$ cat src/rtl/pdpc_pkg.sv
`timescale 1ns / 1ps
// ----------------------------------------------------------------------------
// pdpc_pkg
// Shared types and codes of the depth-plane polygon clipper.
// ----------------------------------------------------------------------------
package pdpc_pkg;

    // token kinds moving down the clip chain
    localparam logic [1:0] KIND_VERT = 2'd0;  // a vertex
    localparam logic [1:0] KIND_EOI  = 2'd1;  // end of one input item
    localparam logic [1:0] KIND_EOP  = 2'd2;  // end of the polygon's last item

    // configuration register indexes
    localparam int         CFG_IDX_W = 1;
    localparam logic [0:0] REG_NEAR  = 1'b0;
    localparam logic [0:0] REG_FAR   = 1'b1;

    // control part of a token: kind and the plane enables of its polygon
    typedef struct packed {
        logic [1:0] kind;
        logic [1:0] en;
    } t_ctl;

endpackage

$ cat src/rtl/pdpc_out.sv
`timescale 1ns / 1ps
// ----------------------------------------------------------------------------
// pdpc_out
// Result formatter: holds back one vertex to flag the polygon's last result
// and turns an empty closing item into the fully-clipped marker.
// ----------------------------------------------------------------------------
module pdpc_out #(
    parameter int W = 16
) (
    input  logic                  i_clk,
    input  logic                  i_rst_n,
    input  logic                  i_in_valid,
    output logic                  o_in_ready,
    input  pdpc_pkg::t_ctl        i_in_ctl,
    input  logic signed [W-1:0]   i_in_x,
    input  logic signed [W-1:0]   i_in_y,
    input  logic signed [W-1:0]   i_in_z,
    output logic                  o_valid,
    input  logic                  i_ready,
    output logic signed [W-1:0]   o_x,
    output logic signed [W-1:0]   o_y,
    output logic signed [W-1:0]   o_z,
    output logic                  o_end,
    output logic                  o_clipped
);

    logic                 r_pend_valid;
    logic signed [W-1:0]  r_pend_x, r_pend_y, r_pend_z;
    logic                 r_out_valid;
    logic signed [W-1:0]  r_out_x, r_out_y, r_out_z;
    logic                 r_out_end, r_out_clip;
    logic                 take;

    assign o_in_ready = !r_out_valid || i_ready;
    assign take       = i_in_valid && o_in_ready;
    assign o_valid    = r_out_valid;
    assign o_x        = r_out_x;
    assign o_y        = r_out_y;
    assign o_z        = r_out_z;
    assign o_end      = r_out_end;
    assign o_clipped  = r_out_clip;

    always_ff @(posedge i_clk) begin
        if (!i_rst_n) begin
            r_pend_valid <= 1'b0;
            r_out_valid  <= 1'b0;
        end else begin
            if (take) begin
                case (i_in_ctl.kind)
                    pdpc_pkg::KIND_VERT: begin
                        r_out_valid  <= r_pend_valid;
                        r_out_x      <= r_pend_x;
                        r_out_y      <= r_pend_y;
                        r_out_z      <= r_pend_z;
                        r_out_end    <= 1'b0;
                        r_out_clip   <= 1'b0;
                        r_pend_valid <= 1'b1;
                        r_pend_x     <= i_in_x;
                        r_pend_y     <= i_in_y;
                        r_pend_z     <= i_in_z;
                    end
                    pdpc_pkg::KIND_EOP: begin
                        r_out_valid  <= 1'b1;
                        r_out_end    <= 1'b1;
                        r_pend_valid <= 1'b0;
                        r_out_x      <= r_pend_valid ? r_pend_x : '0;
                        r_out_y      <= r_pend_valid ? r_pend_y : '0;
                        r_out_z      <= r_pend_valid ? r_pend_z : '0;
                        r_out_clip   <= !r_pend_valid;
                    end
                    default: begin
                        // end of a non-closing item: flush what is held
                        r_out_valid  <= r_pend_valid;
                        r_out_x      <= r_pend_x;
                        r_out_y      <= r_pend_y;
                        r_out_z      <= r_pend_z;
                        r_out_end    <= 1'b0;
                        r_out_clip   <= 1'b0;
                        r_pend_valid <= 1'b0;
                    end
                endcase
            end else if (r_out_valid && i_ready) begin
                r_out_valid <= 1'b0;
            end
        end
    end

endmodule

$ cat config.mk
export PLATFORM = sky130hd
export DESIGN_NAME = pdpc_out
export DESIGN_NICKNAME = d
export VERILOG_FILES = /design/src/rtl/pdpc_pkg.sv /design/src/rtl/pdpc_out.sv
export SDC_FILE = /design/constraint.sdc
export NUM_CORES = 1
export LEC_CHECK = 0
export BUFFER_PORTS_ARGS = -buffer_cell sky130_fd_sc_hd__buf_2
export CAP_MARGIN = 40
export CELL_PAD_IN_SITES_DETAIL_PLACEMENT = 1
export CELL_PAD_IN_SITES_GLOBAL_PLACEMENT = 2
export CORE_ASPECT_RATIO = 0.5
export CORE_UTILIZATION = 32
export CTS_CLUSTER_DIAMETER = 120
export CTS_CLUSTER_SIZE = 25
export DETAILED_ROUTE_END_ITERATION = 7
export GPL_TIMING_DRIVEN = 0
export PLACE_DENSITY_LB_ADDON = 0.05
export SKIP_CTS_REPAIR_TIMING = 1
export SYNTH_ARGS = -nofsm -noshare
export SYNTH_HDL_FRONTEND = slang
export SYNTH_SLANG_ARGS = --single-unit
export TNS_END_PERCENT = 30
$ cat constraint.sdc
create_clock -name i_clk -period 5.4 [get_ports i_clk]
set_clock_uncertainty 0.1 [all_clocks]
set_input_delay 1.08 -clock i_clk [delete_from_list [all_inputs] [get_ports i_clk]]
set_output_delay 1.08 -clock i_clk [all_outputs]
set_load 0.01 [all_outputs]
==> impl_metrics.env <==
export IMPL_status="finished clean"
export IMPL_dp_hpwl_microns=4140
export IMPL_synth_edff_count=98
export IMPL_htreeDepth=3
export IMPL_r2r_start="o_valid"
export IMPL_max_freq_mhz=372
export IMPL_antenna_found_initial=0
export IMPL_r2r_cells=6
export IMPL_min_period_ps=2690
export IMPL_first_global_vias=1732
export IMPL_nets=342
export IMPL_place_congestion=0.673
export IMPL_clock_latency_ps=340
export IMPL_layout_drive_gt1_share=0.459
export IMPL_period_share=0.497
export IMPL_relSlewSlack=0.674
export IMPL_stdcell_count=430
export IMPL_yosys_area_top_type_share=0.867
export IMPL_clock_path_buffers=2
export IMPL_ys_async_sr_fraction=0
export IMPL_synth_top_cells_by_count="edfxtp_1 (98), nor2b_1 (48), buf_2 (3), dfxtp_1 (2), nor2b_4 (2)"
export IMPL_max_vdd_ir_drop_mv=0.163
export IMPL_wirelength_microns=5840
export IMPL_path_class="in2out"
export IMPL_seq_area_frac_synth=0.878
export IMPL_viasPerCell=4.06
export IMPL_synth_most_common_cell="edfxtp_1"
export IMPL_finalSetupViolCount=0
export IMPL_die_y_microns=74.8
export IMPL_hold_path_class="reg2reg"
export IMPL_ys_types=16
export IMPL_io_pins=108
export IMPL_crit_chain="buf_2 > nand2b_1 > buf_2"
export IMPL_worstReg2RegEnd="r_pend_y[4]"
export IMPL_crit_fanout=4
export IMPL_drc=0
export IMPL_grt_pass1_wl_microns=8680
export IMPL_cts_tree="done"
export IMPL_clk_pin_slew_ps=60
export IMPL_fp_row_count=26
export IMPL_slew_violations=0
export IMPL_yosys_most_used_dff="edfxtp_1"
export IMPL_drt_iter0_drc=44
export IMPL_synth_top_cell_by_area="edfxtp_1"
export IMPL_drv_cap=0
export IMPL_crit_family="buffers and inverters"
export IMPL_holdPathStages=2
export IMPL_rsz0062_at_grt="no"
export IMPL_placed_cells=415
export IMPL_power_density_mw_per_mm2=373
export IMPL_grt_use_total=0.113
export IMPL_wire_per_inst_microns=13.6
export IMPL_grt_max_degree=31
export IMPL_antenna_left=0
export IMPL_synth_cells=164
export IMPL_port_buffer_count=105
export IMPL_initial_utilization=0.331
export IMPL_die_area_sq_mm=0.0111
export IMPL_vias=1747
export IMPL_die_w_microns=148
export IMPL_overflow=0
export IMPL_synth_nets=220
export IMPL_worst_path_buf_inv=2
export IMPL_root_buffer="clkbuf_16"
export IMPL_final_hold_violation_count=0
export IMPL_dr_pass1_iters=4
export IMPL_cp_common_cell="buf_2"
export IMPL_netlist_top_cells_area="edfxtp_1 (87%), nor2b_1 (8.8%), dfxtp_1 (1.2%), nor2b_4 (0.81%), buf_2 (0.44%)"
export IMPL_antenna_cells=0
export IMPL_cts_buffers=9
export IMPL_holdCritStartpoint="r_pend_valid"
export IMPL_whs_ps=430
export IMPL_core_sq_mm=0.0102
export IMPL_critPathCaptureType="output port"
export IMPL_synth_avg_cell_area_sq_um=20.7
export IMPL_netlist_area_sq_mm=0.00340
export IMPL_crit_arrival_ps=1510
export IMPL_path_depth=3
export IMPL_cts_num_sinks=100
export IMPL_yosysWarnings=0
export IMPL_regToRegSetupSlack_ps=3490
export IMPL_p_leak_nw=1.72
export IMPL_slowest_stage="nand2b_1"
export IMPL_areaGrowthSynthToFinish_pct=32.5
export IMPL_tightest_slew_ps=488
export IMPL_required_ps=4220
export IMPL_ys_ff_latch=100
export IMPL_min_to="r_pend_valid"
export IMPL_worstSetupStartpointType="primary input"
export IMPL_cpPeakStageDelay_ps=170
-- flip-flops by register name, indices dropped and copies added, names as in the netlist --
signal / cells
r_pend_z: 16
o_z: 16
r_pend_valid: 1
o_end: 1
r_pend_x: 16
o_x: 16
o_clipped: 1
o_valid: 1
o_y: 16
r_pend_y: 16
-- report_power, final --
group	switching [mW]	total, mW	internal [mW]
registers	0.00532	0.884	0.879
logic	0.0437	0.0794	0.0357
clock network	0.261	0.713	0.451
total	0.310	1.68	1.37
-- cell families (layout without fill, tap and decap cells) --
logic type | count (synthesis) | after routing | synth area share
AO/OA/AOI/OAI | 3 | 3 | 0.00626
AND/OR/NAND/NOR | 55 | 55 | 0.104
buffers and inverters | 6 | 132 | 0.0111
flip-flops | 100 | 100 | 0.878
-- worst max path at each step --
stage,start,endpoint,slack [ps]
2_1_floorplan,i_ready,r_pend_x[0],110
3_3_place_gp,i_ready,r_pend_y[4],-1610
3_5_place_dp,i_ready,r_pend_y[4],2530
4_1_cts,i_ready,o_in_ready,2710
5_1_grt,i_ready,o_in_ready,2690
6_report,i_ready,o_in_ready,2720
-- worst reg2reg max path, cell delays in order (launching register included) --
cell and delay (ps):
dfxtp_1 310, nand2b_1 120, nand3_1 160, nor3_2 310, buf_4 250, buf_6 160
buf_4 210
-- cells in the final DEF (no fill, tap or decap), types with 2 or more instances in the layout --
cell and instances:
clkbuf_16 9, buf_2 108, clkbuf_1 2, dfxtp_1 2, buf_4 4, nor2b_4 2, nor2b_1 48, edfxtp_1 98
buf_6 3, bufinv_16 3
-- routing by layer --
layer / vias up / track usage / wire length (microns)
met5: - / 0 / 0
met4: 0 / 0.0676 / 133
met3: 13 / 0.0582 / 481
met2: 62 / 0.194 / 2920
met1: 832 / 0.113 / 2300
li1: 840 / - / -
-- cell type report --
type	instances	area, sq um
Clock inverter	4	98.8
Multi-Input combinational cell	58	380
Timing Repair Buffer	111	591
Tap cell	140	175
Sequential cell	100	2980
Buffer	5	33.8
Clock buffer	11	233
Inverter	1	3.75
Fill cell	1040	5750
-- through the flow --
stage | cell area (sq um) | power (mW) | util | worst slack [ps] | TNS (ps)
floorplan | 3400 | 0.936 | - | 105 | 0
global placement | 4100 | 0.978 | 0.400 | -1610 | -77320
detailed placement | 4170 | 0.983 | 0.407 | 2530 | 0
CTS | 4500 | 1.70 | 0.439 | 2710 | 0
global route | 4500 | 1.73 | 0.439 | 2690 | 0
finish | 4500 | 1.68 | 0.439 | 2720 | 0
No activity file was read; power rests on OpenSTA's default activity.
