<file path="src/rtl/pdpc_pkg.sv">
`timescale 1ns / 1ps
// ----------------------------------------------------------------------------
// pdpc_pkg
// Shared types and codes of the depth-plane polygon clipper.
// ----------------------------------------------------------------------------
package pdpc_pkg;

    // token kinds moving down the clip chain
    localparam logic [1:0] KIND_VERT = 2'd0;  // a vertex
    localparam logic [1:0] KIND_EOI  = 2'd1;  // end of one input item
    localparam logic [1:0] KIND_EOP  = 2'd2;  // end of the polygon's last item

    // configuration register indexes
    localparam int         CFG_IDX_W = 1;
    localparam logic [0:0] REG_NEAR  = 1'b0;
    localparam logic [0:0] REG_FAR   = 1'b1;

    // control part of a token: kind and the plane enables of its polygon
    typedef struct packed {
        logic [1:0] kind;
        logic [1:0] en;
    } t_ctl;

endpackage

</file>
<file path="src/rtl/pdpc_cell.sv">
`timescale 1ns / 1ps
// ----------------------------------------------------------------------------
// pdpc_cell
// One Sutherland-Hodgman clip cell: clips a token stream against one plane,
// with a multiply stage and a bit-serial divider for edge crossings.
// ----------------------------------------------------------------------------
module pdpc_cell #(
    parameter int W      = 16,
    parameter bit IS_FAR = 1'b0
) (
    input  logic                  i_clk,
    input  logic                  i_rst_n,
    input  logic signed [W-1:0]   i_plane,
    input  logic                  i_in_valid,
    output logic                  o_in_ready,
    input  pdpc_pkg::t_ctl        i_in_ctl,
    input  logic signed [W-1:0]   i_in_x,
    input  logic signed [W-1:0]   i_in_y,
    input  logic signed [W-1:0]   i_in_z,
    output logic                  o_out_valid,
    input  logic                  i_out_ready,
    output pdpc_pkg::t_ctl        o_out_ctl,
    output logic signed [W-1:0]   o_out_x,
    output logic signed [W-1:0]   o_out_y,
    output logic signed [W-1:0]   o_out_z
);

    localparam int PW = 2 * W;
    localparam int CW = $clog2(PW + 1);

    localparam logic [2:0] S_IDLE = 3'd0;
    localparam logic [2:0] S_EVAL = 3'd1;
    localparam logic [2:0] S_MUL  = 3'd2;
    localparam logic [2:0] S_PREP = 3'd3;
    localparam logic [2:0] S_DIV  = 3'd4;
    localparam logic [2:0] S_FIX  = 3'd5;
    localparam logic [2:0] S_EMIT = 3'd6;

    localparam logic [PW-1:0] MAG_HI = {{(PW-W+1){1'b0}}, {(W-1){1'b1}}};
    localparam logic [PW-1:0] MAG_LO = {{(PW-W){1'b0}}, 1'b1, {(W-1){1'b0}}};
    localparam logic [W-1:0]  Q_HI   = {1'b0, {(W-1){1'b1}}};
    localparam logic [W-1:0]  Q_LO   = {1'b1, {(W-1){1'b0}}};

    logic [2:0]            r_state, n_state;
    pdpc_pkg::t_ctl        r_ctl;
    logic signed [W-1:0]   r_vx, r_vy, r_vz;
    logic signed [W-1:0]   r_prev_x, r_prev_y, r_prev_z;
    logic                  r_prev_in;
    logic signed [W-1:0]   r_first_x, r_first_y, r_first_z;
    logic                  r_need_close, r_emitted, r_started;
    logic signed [W-1:0]   r_sx, r_sy, r_dx, r_dy, r_dz, r_n;
    logic signed [PW-1:0]  r_px, r_py;
    logic [PW-1:0]         r_numx, r_numy;
    logic [W-1:0]          r_remx, r_remy;
    logic [W-1:0]          r_dmag;
    logic                  r_dzero;
    logic                  r_negx, r_negy, r_nzx, r_nzy, r_posx, r_posy;
    logic [CW-1:0]         r_cnt;
    logic signed [W-1:0]   r_cx, r_cy;
    logic                  r_em_cross, r_em_vert, r_em_close, r_em_end;
    logic                  r_out_valid;
    pdpc_pkg::t_ctl        r_out_ctl;
    logic signed [W-1:0]   r_out_x, r_out_y, r_out_z;

    logic                  ins;
    logic                  can_push;
    logic                  push;
    logic [W:0]            tx, ty;
    logic                  qbx, qby;
    logic [PW-1:0]         magx, magy;
    logic [W-1:0]          qx, qy;

    assign o_in_ready  = (r_state == S_IDLE);
    assign o_out_valid = r_out_valid;
    assign o_out_ctl   = r_out_ctl;
    assign o_out_x     = r_out_x;
    assign o_out_y     = r_out_y;
    assign o_out_z     = r_out_z;

    assign can_push = !r_out_valid || i_out_ready;
    assign push     = (r_state == S_EMIT) && can_push &&
                      (r_em_cross || r_em_vert || r_em_close || r_em_end);

    always_comb begin
        if (!r_ctl.en[IS_FAR]) begin
            ins = 1'b1;
        end else if (IS_FAR) begin
            ins = (r_vz > i_plane);
        end else begin
            ins = (r_vz < i_plane);
        end
    end

    // one restoring step per cycle for both quotients
    always_comb begin
        tx  = {r_remx, r_numx[PW-1]};
        ty  = {r_remy, r_numy[PW-1]};
        qbx = (tx >= {1'b0, r_dmag});
        qby = (ty >= {1'b0, r_dmag});
    end

    // saturate the quotient magnitudes and apply signs
    always_comb begin
        magx = r_numx;
        magy = r_numy;
        if (r_dzero) begin
            qx = r_nzx ? (r_posx ? Q_HI : Q_LO) : '0;
            qy = r_nzy ? (r_posy ? Q_HI : Q_LO) : '0;
        end else begin
            if (!r_negx) begin
                qx = (magx > MAG_HI) ? Q_HI : magx[W-1:0];
            end else begin
                qx = (magx > MAG_LO) ? Q_LO : W'(-magx[W-1:0]);
            end
            if (!r_negy) begin
                qy = (magy > MAG_HI) ? Q_HI : magy[W-1:0];
            end else begin
                qy = (magy > MAG_LO) ? Q_LO : W'(-magy[W-1:0]);
            end
        end
    end

    always_ff @(posedge i_clk) begin
        if (!i_rst_n) begin
            r_state      <= S_IDLE;
            r_prev_x     <= '0;
            r_prev_y     <= '0;
            r_prev_z     <= '0;
            r_prev_in    <= 1'b0;
            r_need_close <= 1'b0;
            r_emitted    <= 1'b0;
            r_started    <= 1'b0;
            r_out_valid  <= 1'b0;
            r_em_cross   <= 1'b0;
            r_em_vert    <= 1'b0;
            r_em_close   <= 1'b0;
            r_em_end     <= 1'b0;
        end else begin
            r_state <= n_state;
            if (push) begin
                r_out_valid <= 1'b1;
            end else if (r_out_valid && i_out_ready) begin
                r_out_valid <= 1'b0;
            end
            case (r_state)
                S_IDLE: begin
                    if (i_in_valid) begin
                        r_ctl <= i_in_ctl;
                        r_vx  <= i_in_x;
                        r_vy  <= i_in_y;
                        r_vz  <= i_in_z;
                    end
                end
                S_EVAL: begin
                    r_em_vert  <= (r_ctl.kind == pdpc_pkg::KIND_VERT) && ins;
                    r_em_cross <= (r_ctl.kind == pdpc_pkg::KIND_VERT) && r_started &&
                                  (r_prev_in != ins);
                    r_em_close <= (r_ctl.kind == pdpc_pkg::KIND_EOP) &&
                                  r_need_close && r_emitted;
                    r_em_end   <= (r_ctl.kind != pdpc_pkg::KIND_VERT);
                    if (r_ctl.kind == pdpc_pkg::KIND_VERT) begin
                        r_prev_x  <= r_vx;
                        r_prev_y  <= r_vy;
                        r_prev_z  <= r_vz;
                        r_prev_in <= ins;
                        if (!r_started) begin
                            r_started    <= 1'b1;
                            r_emitted    <= 1'b0;
                            r_need_close <= !ins;
                        end else if (r_prev_in != ins) begin
                            if (r_prev_in) begin
                                // leaving: start at the previous vertex
                                r_sx <= r_prev_x;
                                r_sy <= r_prev_y;
                                r_dx <= r_vx - r_prev_x;
                                r_dy <= r_vy - r_prev_y;
                                r_dz <= r_vz - r_prev_z;
                                r_n  <= i_plane - r_prev_z;
                            end else begin
                                r_sx <= r_vx;
                                r_sy <= r_vy;
                                r_dx <= r_prev_x - r_vx;
                                r_dy <= r_prev_y - r_vy;
                                r_dz <= r_prev_z - r_vz;
                                r_n  <= i_plane - r_vz;
                            end
                        end
                    end else if (r_ctl.kind == pdpc_pkg::KIND_EOP) begin
                        r_started    <= 1'b0;
                        r_emitted    <= 1'b0;
                        r_need_close <= 1'b0;
                    end
                end
                S_MUL: begin
                    r_px <= r_dx * r_n;
                    r_py <= r_dy * r_n;
                end
                S_PREP: begin
                    r_numx  <= r_px[PW-1] ? PW'(-r_px) : PW'(r_px);
                    r_numy  <= r_py[PW-1] ? PW'(-r_py) : PW'(r_py);
                    r_remx  <= '0;
                    r_remy  <= '0;
                    r_dmag  <= r_dz[W-1] ? W'(-r_dz) : W'(r_dz);
                    r_dzero <= (r_dz == '0);
                    r_nzx   <= (r_px != '0);
                    r_nzy   <= (r_py != '0);
                    r_posx  <= !r_px[PW-1];
                    r_posy  <= !r_py[PW-1];
                    r_negx  <= r_px[PW-1] ^ r_dz[W-1];
                    r_negy  <= r_py[PW-1] ^ r_dz[W-1];
                    r_cnt   <= CW'(PW);
                end
                S_DIV: begin
                    r_remx <= qbx ? W'(tx - {1'b0, r_dmag}) : tx[W-1:0];
                    r_remy <= qby ? W'(ty - {1'b0, r_dmag}) : ty[W-1:0];
                    r_numx <= {r_numx[PW-2:0], qbx};
                    r_numy <= {r_numy[PW-2:0], qby};
                    r_cnt  <= r_cnt - 1'b1;
                end
                S_FIX: begin
                    r_cx <= r_sx + $signed(qx);
                    r_cy <= r_sy + $signed(qy);
                end
                S_EMIT: begin
                    if (can_push) begin
                        if (r_em_cross) begin
                            r_em_cross <= 1'b0;
                            r_out_ctl  <= '{kind: pdpc_pkg::KIND_VERT, en: r_ctl.en};
                            r_out_x    <= r_cx;
                            r_out_y    <= r_cy;
                            r_out_z    <= i_plane;
                            if (!r_emitted) begin
                                r_emitted <= 1'b1;
                                r_first_x <= r_cx;
                                r_first_y <= r_cy;
                                r_first_z <= i_plane;
                            end
                        end else if (r_em_vert) begin
                            r_em_vert <= 1'b0;
                            r_out_ctl <= '{kind: pdpc_pkg::KIND_VERT, en: r_ctl.en};
                            r_out_x   <= r_vx;
                            r_out_y   <= r_vy;
                            r_out_z   <= r_vz;
                            if (!r_emitted) begin
                                r_emitted <= 1'b1;
                                r_first_x <= r_vx;
                                r_first_y <= r_vy;
                                r_first_z <= r_vz;
                            end
                        end else if (r_em_close) begin
                            // repeat the first emitted vertex to close the ring
                            r_em_close <= 1'b0;
                            r_out_ctl  <= '{kind: pdpc_pkg::KIND_VERT, en: r_ctl.en};
                            r_out_x    <= r_first_x;
                            r_out_y    <= r_first_y;
                            r_out_z    <= r_first_z;
                        end else if (r_em_end) begin
                            r_em_end  <= 1'b0;
                            r_out_ctl <= r_ctl;
                            r_out_x   <= r_vx;
                            r_out_y   <= r_vy;
                            r_out_z   <= r_vz;
                        end
                    end
                end
                default: begin
                end
            endcase
        end
    end

    always_comb begin
        n_state = r_state;
        case (r_state)
            S_IDLE: begin
                if (i_in_valid) begin
                    n_state = S_EVAL;
                end
            end
            S_EVAL: begin
                if (r_ctl.kind == pdpc_pkg::KIND_VERT && r_started && (r_prev_in != ins)) begin
                    n_state = S_MUL;
                end else begin
                    n_state = S_EMIT;
                end
            end
            S_MUL:  n_state = S_PREP;
            S_PREP: n_state = S_DIV;
            S_DIV: begin
                if (r_cnt == CW'(1)) begin
                    n_state = S_FIX;
                end
            end
            S_FIX:  n_state = S_EMIT;
            S_EMIT: begin
                if (!(r_em_cross || r_em_vert || r_em_close || r_em_end)) begin
                    n_state = S_IDLE;
                end
            end
            default: n_state = S_IDLE;
        endcase
    end

endmodule

</file>
<file path="config.mk">
export PLATFORM = sky130hd
export DESIGN_NAME = pdpc_cell
export DESIGN_NICKNAME = d
export VERILOG_FILES = /design/src/rtl/pdpc_pkg.sv /design/src/rtl/pdpc_cell.sv
export SDC_FILE = /design/constraint.sdc
export NUM_CORES = 2
export LEC_CHECK = 0
export BUFFER_PORTS_ARGS = -buffer_cell sky130_fd_sc_hd__buf_4
export CORE_MARGIN = 4
export CORE_UTILIZATION = 35
export DETAILED_ROUTE_END_ITERATION = 8
export GPL_TIMING_DRIVEN = 0
export SYNTH_ARGS = -nofsm -noshare
export SYNTH_HDL_FRONTEND = slang
export SYNTH_SLANG_ARGS = --single-unit
</file>
<file path="constraint.sdc">
create_clock -name i_clk -period 12.1 [get_ports i_clk]
set_input_delay 1.21 -clock i_clk [delete_from_list [all_inputs] [get_ports i_clk]]
set_output_delay 1.21 -clock i_clk [all_outputs]
set_load 0.05 [all_outputs]
</file>
==> summary.md <==
| Metric | Value |
|---|---|
| Status | `completed` |
| Slowest cell on the critical path | `a2111oi_0` |
| Syn nets | `slightly above 6,000` |
| Distinct cells, synth | `between 60 and 70` |
| Port Buffers | `between 100 and 150` |
| Total gr overflow | `0` |
| Residual DRC | `0` |
| Row cnt | `between 100 and 150` |
| Clk_lat worst skew | `roughly 0.62 ns` |
| #FFs+latches synth | `between 500 and 600` |
| VDD IR max | `0.0932 mV` |
| Share of layout cells above drive strength 1 | `under 10%` |
| Power Dens Cells | `approximately 90 nW/um^2` |
| Vias post-DR | `~37,000` |
| Hold Crit Class | `reg -> reg` |
| Worst slew pin tran | `1.41 ns` |
| Highest metal used | `met5` |
| CP Cell Sequence | `inv_1, clkbuf_1, nor2_1, fa_1, fa_1, fa_1, fa_1, fa_1, inv_1, fa_1, inv_1, ha_1, nand3_1, nor4_1, a2111oi_0, a2111oi_0, nor3_1, o21ai_0, a31o_2, a21oi_1, xnor2_1` |
| Final net count | `between 6,000 and 7,000` |
| Final min period | `7.75 ns` |
| Syn_area_per_cell | `~9.7 um^2` |
| Fmax | `around 130 MHz` |
| Largest area contributor in the netlist | `edfxtp_1` |
| EDFF count, synth | `469` |
| Core Area | `roughly 140,000 um^2` |
| Final Power | `about 0.005 W` |
| Slew margin rel. | `just over 6%` |
| Antenna-violating nets left | `0` |
| Critical path endpoint category | `register` |
| Setup violations, final | `0` |
| Tot GR Track Use | `between 10% and 20%` |
| CTS root buf | `clkbuf_16` |
| Pre-antenna DRT Iters | `5` |
| Top area cells in the synthesized netlist | `edfxtp_1, fa_1, ha_1` |
| Max Root-Sink Buffers | `3` |
| Die width | `approximately 380 um` |
| Gp weighted congestion | `0.941` |
| Final Hold Fails | `0` |
| DR WL/cell | `about 20 um` |
| Setup Buffers After CTS | `0` |
| WL met1 | `~63 mm` |
| Largest net degree at the start of global routing | `39` |
| Crit Path Class | `reg -> reg` |
| MaxCap Viol Count | `0` |
| Chip height | `between 300 and 400 um` |
| Mapped Cells | `between 5,000 and 6,000` |
| Hold_buf cts | `0` |
| PostCTS Resize Cnt | `0` |
| Clock Pin Slew Worst Setup and Hold Paths | `about 0.050 ns` |
| Most common cell after layout, fill and taps aside | `inv_1` |
| Number of global-route vias before repair | `37,577` |
| Metal2 WL | `approximately 66 mm` |
| Yosys warns | `0` |
| Area Growth Syn to Fin | `11.8%` |
| Delay of the slowest critical-path stage | `0.75 ns` |
| Worst-path fanout max | `10` |
| Most used cell, CP | `fa_1` |
| Final Max Slew Viols | `0` |
| Unrepaired setup endpoints after global routing | `no` |
| Period utilization | `64.1%` |
| Crit path launch type | `register` |
| Clk sinks | `about 530` |
| Global-route wire length before repair | `between 200 and 250 mm` |
| Die area | `about 150,000 um^2` |
| Initial antenna violation count | `4` |
| Worst Skew | `~0.027 ns` |
| Min Hold Slack | `roughly 0.43 ns` |
| Met3 WL | `a little under 10 mm` |
| DR iter-0 viols | `roughly 2,800` |
| Synth top area share | `28.5%` |
| Sequential share of the synthesized area | `between 30% and 40%` |
| Post-synthesis async set-or-reset flop share | `0%` |
| Starting density of the core | `roughly 35%` |
| Final Routed Wirelength | `144 mm` |
| Worst endpoint required time | `12.45 ns` |
| H-tree depth | `3` |
| P_leak | `23.1 nW` |
| Most used flip-flop cell after synthesis | `edfxtp_1` |
| Num CTS Buffers | `67` |
| DR vias/cell | `5.10` |
| Final HPWL DP | `116 mm` |
| Syn Std Cell Area | `49,400 um^2` |
| Arrival time of the worst setup path | `about 8.1 ns` |
| Commonest non-fill, non-tap cells in the layout | `inv_1, nand2_1, fa_1, edfxtp_1, ha_1` |
| Num ports | `126` |
| CTS tree | `built` |
[routing by layer]
layer | vias to the layer above | track usage [%]
met4 | 6 | 7.11
li1 | 17356 | -
met5 | - | 0
met1 | 18180 | 26.7
met2 | 1232 | 31.6
met3 | 257 | 3.32
[per-stage QoR]
stage                     setup TNS [ns]  utilization (%)  area [um^2]  setup slack [ns]  instances
after floorplan                        0                -        49400              1.79       5120
after global placement           -207.60             37.7        52700             -2.18       7120
after detailed placement               0             37.9        53000              4.43       7139
after CTS                              0             39.5        55300              4.44       7257
after global routing                   0             39.5        55300              4.01       7257
final                                  0             39.5        55300              4.35       7258
[power by group]
group	total (W)	internal, W	switching [W]
Clock	0.00205	0.00125	0.000803
Combinational	0.000692	0.000255	0.000437
Sequential	0.00212	0.00207	0.0000500
Total	0.00486	0.00357	0.00129
[final timing paths]
kind	start	endpoint	slack (ns)	cells past startpoint
hold reg to reg	r_ctl[1]	o_out_ctl[1]	0.43	0
setup reg to reg	r_n[15]	r_px[25]	4.35	21
hold / removal	r_ctl[1]	o_out_ctl[1]	0.43	0
setup / recovery	r_n[15]	r_px[25]	4.35	21
[critical path: cells and delay by family, from the launching register on]
kind            cells  cell delay [ns]
buf+inv             4             1.09
simple gates        4             0.86
flops               1             0.69
fa+ha+maj           7             3.26
compound gates      5             1.46
xor+xnor            1             0.12
[logic make-up after synthesis]
family | Yosys count | share of synthesized area (%)
AO/OA/AOI/OAI | 950 | 11.5
XOR/XNOR | 266 | 4.71
adder cells (fa/ha/maj) | 890 | 30.7
buffers and inverters | 985 | 7.49
flip-flops | 529 | 30.9
multiplexers | 35 | 0.709
AND/OR/NAND/NOR | 1465 | 14.0
[state kept, by name, summed over array words and instances (netlist names), 32 cells and up]
| signal | flops |
|---|---|
| magx | 32 |
| magy | 32 |
| r_px | 32 |
| r_py | 32 |
[cell usage after synthesis (all sizes together) (29+ instances only)]
cell type and number:
nor2 249, o21ai 332, ha 354, a21o 69
o31ai 37, a21oi 284, nand4 29, mux2i 35
inv 774, xnor2 152, a31oi 33, edfxtp 469
a211oi 42, dfxtp 60, fa 536, and2 249
nand2 629, xor2 114, nor2b 43, clkbuf 190
nand2b 29, nand3 51, nor3 60
[area by class of cell]
class / count / area, um^2
Multi-Input combinational cell: 3606 / 30500
Clock inverter: 30 / 337
Buffer: 211 / 797
Sequential cell: 529 / 15300
Timing Repair Buffer: 143 / 1220
Tap cell: 1876 / 2350
Antenna cell: 1 / 2.50
Clock buffer: 88 / 1890
Inverter: 774 / 2910
Fill cell: 13825 / 84600
Power figures use the tool's default switching activity.
